[src/rtl/mcpt_pkg.sv]
// ============================================================================
// mcpt_pkg
// Shared types, constants and helpers of the multi-channel periodic timer.
// ============================================================================
package mcpt_pkg;

    localparam int TIME_W   = 48;
    localparam int PERIOD_W = 32;
    localparam int CHAN_W   = 6;

    localparam logic [TIME_W-1:0]   TIME_MAX      = {TIME_W{1'b1}};
    localparam logic [PERIOD_W-1:0] QUANTUM_RESET = PERIOD_W'(100);

    localparam logic FUNC_TICK = 1'b0;
    localparam logic FUNC_ADD  = 1'b1;
    localparam logic KIND_FIRE = 1'b0;
    localparam logic KIND_ADD  = 1'b1;

    typedef enum logic [2:0] {
        S_IDLE  = 3'b001,
        S_SWEEP = 3'b010,
        S_DRAIN = 3'b100
    } t_state;

    // What one cell hands to the next: the scan token and the running minimum.
    typedef struct packed {
        logic              tok;
        logic [TIME_W-1:0] min_dl;
    } t_link;

    function automatic logic [TIME_W-1:0] sat_add(input logic [TIME_W-1:0] a,
                                                  input logic [TIME_W-1:0] b);
        logic [TIME_W:0] s;
        s = {1'b0, a} + {1'b0, b};
        return s[TIME_W] ? TIME_MAX : s[TIME_W-1:0];
    endfunction

endpackage

[src/rtl/mcpt_cell.sv]
// ============================================================================
// mcpt_cell
// One channel slot: holds deadline and period, checks and advances the deadline when
// the scan token passes, and folds its deadline into the running minimum.
// ============================================================================
module mcpt_cell (
    input  logic                              i_clk,
    input  logic                              i_rst_n,
    input  logic                              i_active,
    input  logic [mcpt_pkg::TIME_W-1:0]       i_now,
    input  logic                              i_wr,
    input  logic [mcpt_pkg::TIME_W-1:0]       i_wr_deadline,
    input  logic [mcpt_pkg::PERIOD_W-1:0]     i_wr_period,
    input  mcpt_pkg::t_link                   i_link,
    output mcpt_pkg::t_link                   o_link,
    output logic                              o_fire
);

    logic [mcpt_pkg::TIME_W-1:0]   r_deadline;
    logic [mcpt_pkg::PERIOD_W-1:0] r_period;
    mcpt_pkg::t_link               r_link;
    logic                          r_fire;

    logic                          w_due;
    logic [mcpt_pkg::TIME_W-1:0]   w_new_dl;
    mcpt_pkg::t_link               n_link;
    logic                          n_fire;

    always_comb begin
        w_due    = i_active && (r_deadline <= i_now);
        w_new_dl = w_due ? mcpt_pkg::sat_add(r_deadline,
                                             mcpt_pkg::TIME_W'(r_period))
                         : r_deadline;
        n_link.tok    = i_link.tok;
        n_link.min_dl = (i_active && (w_new_dl < i_link.min_dl)) ? w_new_dl
                                                                 : i_link.min_dl;
        n_fire        = i_link.tok && w_due;
    end

    always_ff @(posedge i_clk) begin
        r_link.min_dl <= n_link.min_dl;
        if (!i_rst_n) begin
            r_link.tok <= 1'b0;
            r_fire     <= 1'b0;
        end else begin
            r_link.tok <= n_link.tok;
            r_fire     <= n_fire;
        end
    end

    always_ff @(posedge i_clk) begin
        if (i_wr) begin
            r_deadline <= i_wr_deadline;
            r_period   <= i_wr_period;
        end else if (i_link.tok && w_due) begin
            r_deadline <= w_new_dl;
        end
    end

    assign o_link = r_link;
    assign o_fire = r_fire;

endmodule

[config.mk]
export PLATFORM = sky130hd
export DESIGN_NAME = mcpt_cell
export DESIGN_NICKNAME = d
export VERILOG_FILES = /design/src/rtl/mcpt_pkg.sv /design/src/rtl/mcpt_cell.sv
export SDC_FILE = /design/constraint.sdc
export NUM_CORES = 1
export LEC_CHECK = 0
export ABC_AREA = 1
export BUFFER_PORTS_ARGS = -buffer_cell sky130_fd_sc_hd__buf_2
export CORE_MARGIN = 2
export CORE_UTILIZATION = 35
export DETAILED_ROUTE_END_ITERATION = 16
export PLACE_DENSITY = 0.56
export SYNTH_ARGS = -nofsm -noshare
export SYNTH_HDL_FRONTEND = slang
export SYNTH_SLANG_ARGS = --single-unit
[constraint.sdc]
create_clock -name i_clk -period 7.11 [get_ports i_clk]
set_input_delay 1.422 -clock i_clk [delete_from_list [all_inputs] [get_ports i_clk]]
set_output_delay 1.422 -clock i_clk [all_outputs]
set_load 0.005 [all_outputs]
======== Yosys cells after proc, flatten, opt, wreduce, memory -nomap -nowiden ========
Index checks and enable logic that the tools add are counted.
word-level totals
  memory bits (read-only) ................. 0
  bits in writable memories ............... 0
  output and inout bits ................... 50
  bits of input ports ..................... 181
  flip-flop bits (word level) ............. 130
  word-level logic and storage cells ...... 17
  memories ................................ 0
  latch bits .............................. 0
operators by class
  divide/modulo/power cells ............... 0
  eq/ne operators ......................... 0
  reduce and logical (&&, ||, !) cells .... 4
  shift-type cells ........................ 0
  add/subtract/negate cells ............... 1
  bitwise gates (word level) .............. 0
  mux-type cells .......................... 5
  $mul .................................... 0
  magnitude comparators ................... 2
operator list
  operator             count
  $mux W48             5
  $add A48 B32 Y49     1
  $le A48 B48 Y1       1
  $lt A48 B48 Y1       1
  $logic_and A1 B1 Y1  3
  $reduce_bool A2 Y1   1

======== Logic depth before layout (Yosys ltp) ========
  depth after elaboration ................. 6
  mapped depth ............................ 35
  gate-level depth less buffers ........... 32

======== Worst setup path after synthesis ========
No wires, ideal clock.
  kind .................................... in2reg
  start ................................... input i_now[47] in the netlist's numbering
  end ..................................... register r_link (netlist bit o_link[42])
  slack ................................... 2.137 ns
  data required time ...................... 7.051 ns
  arrival ................................. 4.914 ns
  buffers on the path ..................... 2
  stages on the path ...................... 27
  library setup time ...................... 0.059 ns
  path through ............................ inv_1 -> ha_1 -> nand2_1 -> nor2_2 -> nand2_2 -> nor3_4 -> inv_2 -> nor2_2 -> nand2_1 -> nand2_2 -> nand2_4 -> inv_2 -> nand2_1 -> nor3_2 -> nand2_1 -> nand3_1 -> ha_1 -> a21oi_1 -> o21a_1 -> o21ai_0 -> a21oi_1 -> o41ai_1 -> a31oi_1 -> clkbuf_1 -> clkbuf_1 -> nand3_1 -> nand2_1
RTL lines
  element      RTL line         RTL
  from (decl)  mcpt_cell.sv:10  input logic [mcpt_pkg::TIME_W-1:0] i_now,
  to (decl)    mcpt_cell.sv:21  mcpt_pkg::t_link r_link;

==> impl_metrics.tcl <==
set metrics [dict create \
    outcome "complete, no violations" \
    power.share.switching_pct 37.6 \
    drt_iter0_markers 529 \
    finalHoldViolations 0 \
    vias 9278 \
    finalCritPeriodShare_pct 87.6 \
    cts_tree "yes" \
    nFillCells 2902 \
    reg2reg_slack_ns 1.42 \
    dp_hpwl_um 24300 \
    synth-edff-count 80 \
    clk_pin_slew_ns 0.06 \
    worstMarginPinSlew_ns 1.03 \
    ioPinCount 231 \
    setup_ws_ns 0.882 \
    slew_violations 0 \
    vias_per_cell 4.86 \
    grt_pass1_vias 9021 \
    rsz0062_at_grt "no" \
    tns_ns 0 \
    synth_seq_area_share_pct 34.6 \
    p_switching_mw 1.09 \
    clkSinkCount 130 \
    dpl-instance-area_sq_um 11400 \
    yosysTopAreaCellShare_pct 24.4 \
    syn_nets 1600 \
    drc 0 \
    synth_ff_type "edfxtp_1" \
    vdd_ir_drop_max_mv 0.172 \
    max_cap_violations 0 \
    fp.dieArea_sq_um 29400 \
    crit_required_ns 7.48 \
    port_buffers 230 \
    design.final.nets 1826 \
    critPathCapture "o_link[36]" \
    yosysWarnings 0 \
    fmax_ghz 0.161 \
    end_kind "register" \
    finalSetupViolations 0 \
    synth_cells 1291 \
    grt_max_degree 98 \
    crit_arrival_ns 6.60 \
    r2r-start "r_deadline[0]" \
    fp-row-count 61 \
    yosys-top-cells-area "edfxtp_1 24%, ha_1 16%, nand2_1 13%, dfxtp_1 10%, inv_1 7.2%" \
    clock_path_buffers 2 \
    pwr-share-clk_pct 31.7 \
    antenna_found_initial 3 \
    synth_top_area_cell "edfxtp_1" \
    slew_headroom_pct 31.6 \
    routed_wl_um 30500 \
    initial_core_util_pct 35.5 \
    grt_overflow 0 \
    startpoint "i_now[45]" \
    skew_ns 0.0220 \
    power_frac_comb_pct 34.4 \
    startpoint_type "input port" \
    ant_nets 0 \
    p_int_mw 1.81 \
    die_h_um 172 \
    layout_min_cycle_time_ns 6.23 \
    avgSynthCellArea_sq_um 7.61 \
    clock_latency_ns 0.44 \
    synth.ff_latch_count 130 \
    pre_cts_ws_ns 0.417 \
    layout-drive-gt1-share_pct 20.5 \
    track_usage_pct 20.8 \
    core_sq_um 27700 \
    ff2ff_path_depth 28 \
    cts_resized 0 \
    synth.distinct_cells 51 \
    path_class "in -> reg" \
    gp_congestion 0.882 \
    cts-hold-fix-buffers 0 \
    grt_pass1_wl_um 47000 \
    synthArstFlopShare_pct 0 \
    power.density_nw_per_um2 242 \
    synth.cell_area_sq_um 9830 \
    p_leak_nw 6.21 \
    htree_levels 4 \
    first_pass_iters 5 \
    cp_max_fo 36 \
    pwr-share-seq_pct 33.9 \
    r2r-end "o_link[36]" \
    cts_setup_buffers 0 \
    fp.dieW_um 172 \
    numCtsBuffers 17 \
    cts_root_buffer "clkbuf_16" \
    areaGrowthSynthToFinish_pct 22.1 \
    fin_area_sq_um 12000 \
    wl_per_cell_um 16.0 \
    hold_path_class "reg -> reg" \
]
cell type report:
cell class	count	area, sq um	area share, %
diodes	2	5.00	0.0417
repair buffers	239	1250	10.4
well taps	378	473	3.94
clock buffers	17	425	3.55
flip-flops and latches	130	3400	28.4
inverters	194	728	6.07
multi-input cells	935	5540	46.2
clock inverters	15	179	1.49
cells by family after synthesis:
logic type,count (synthesis),share of synthesized area [%]
AND/OR/NAND/NOR,550,23.9
buffers and inverters,226,9.18
AO/OA/AOI/OAI,223,12.9
flip-flops,130,34.6
adder cells (fa/ha/maj),128,16.4
XOR/XNOR,34,3.03
sequential cells by signal (all words and copies together) (netlist names):
register    cells
o_link         49
r_deadline     48
r_period       32
o_fire          1
cells in the final DEF (no fill, tap or decap), types with 17 or more instances in the layout:
cell       instances
buf_2            229
inv_1            189
clkbuf_16         17
a21oi_1           82
nand2_1          333
nand2_2           19
nand3_1           74
nor2_1            74
dfxtp_1           50
ha_1             127
edfxtp_1          80
o21ai_0           66
o22ai_1           29
xor2_1            20
power groups by stage:
stage                     logic [mW]  registers, mW  clock network (mW)
after global placement         0.985           1.00                   0
after CTS                       1.00          0.984               0.940
after global routing            1.14          0.994               0.970
after detailed placement       0.991          0.999                   0
after floorplan                0.670          0.977                   0
final                          0.998          0.984               0.921
through the flow:
stage               utilization (%)  hold slack [ns]  power, mW  instances
CTS                            43.3            0.745       2.92       1908
floorplan                         -            0.632       1.65       1291
detailed placement             41.1            0.719       1.99       1876
global route                   43.3            0.814       3.10       1908
finish                         43.3            0.746       2.90       1910
global placement               41.1            0.734       1.99       1876
cell usage after synthesis (2+ instances only):
library cell / n
buf_6: 3
nand3_1: 74
inv_2: 5
nor4_1: 2
xnor2_1: 14
nor3_1: 15
or2_2: 2
o21ai_0: 66
o21a_1: 4
o22ai_1: 29
nor2_1: 74
buf_1: 4
a31oi_1: 14
ha_1: 127
nand2_1: 334
a21oi_2: 3
nor2_2: 4
a21boi_1: 2
buf_2: 9
inv_1: 189
nand3b_1: 5
a211oi_1: 3
a21oi_1: 82
edfxtp_1: 80
nand4_1: 13
nand2_2: 18
a21o_1: 7
nand3_2: 3
xor2_1: 20
dfxtp_1: 50
o31ai_1: 2
o21bai_1: 2
clkbuf_1: 14
worst max-delay path, stage by stage:
cell     delay (ns)
buf_2          0.07
inv_1          0.04
ha_1           0.30
a21oi_1        0.15
nor2_1         0.06
nor3b_1        0.18
nand2_1        0.09
nor2_1         0.32
nand3_2        0.13
nand2_2        0.13
nand2_4        0.12
inv_2          0.08
buf_4          0.38
nand2_1        0.21
nor4_1         0.26
o21ai_0        0.27
ha_1           0.36
nand2_1        0.04
inv_1          0.06
nand3_1        0.08
nor3_1         0.53
nand2_1        0.11
nor4b_1        0.35
nand2_2        0.10
nand2_2        0.38
buf_12         0.22
nand2_1        0.07
nand2_1        0.05
routing by layer:
metal / part of all wire (%) / up-vias / GRT usage, %
met3: 5.5 / 36 / 3.68
met4: 2.0 / 2 / 6.63
met5: 0.043 / - / 0
met2: 45 / 266 / 33.2
met1: 48 / 4211 / 28.6
li1: - / 4763 / -
how the worst min path moves through the flow:
stage                      to  slack, ns  depth (start not counted)            from
6_report       r_deadline[19]       0.75                          2  r_deadline[19]
5_1_grt             o_link[0]       0.81                          4   r_deadline[0]
4_1_cts        r_deadline[19]       0.74                          2  r_deadline[19]
3_5_place_dp        o_link[0]       0.72                          4   r_deadline[0]
3_3_place_gp   r_deadline[22]       0.73                          2  r_deadline[22]
2_1_floorplan       o_link[0]       0.63                          4   r_deadline[0]
(Power assumes the default switching activity.)
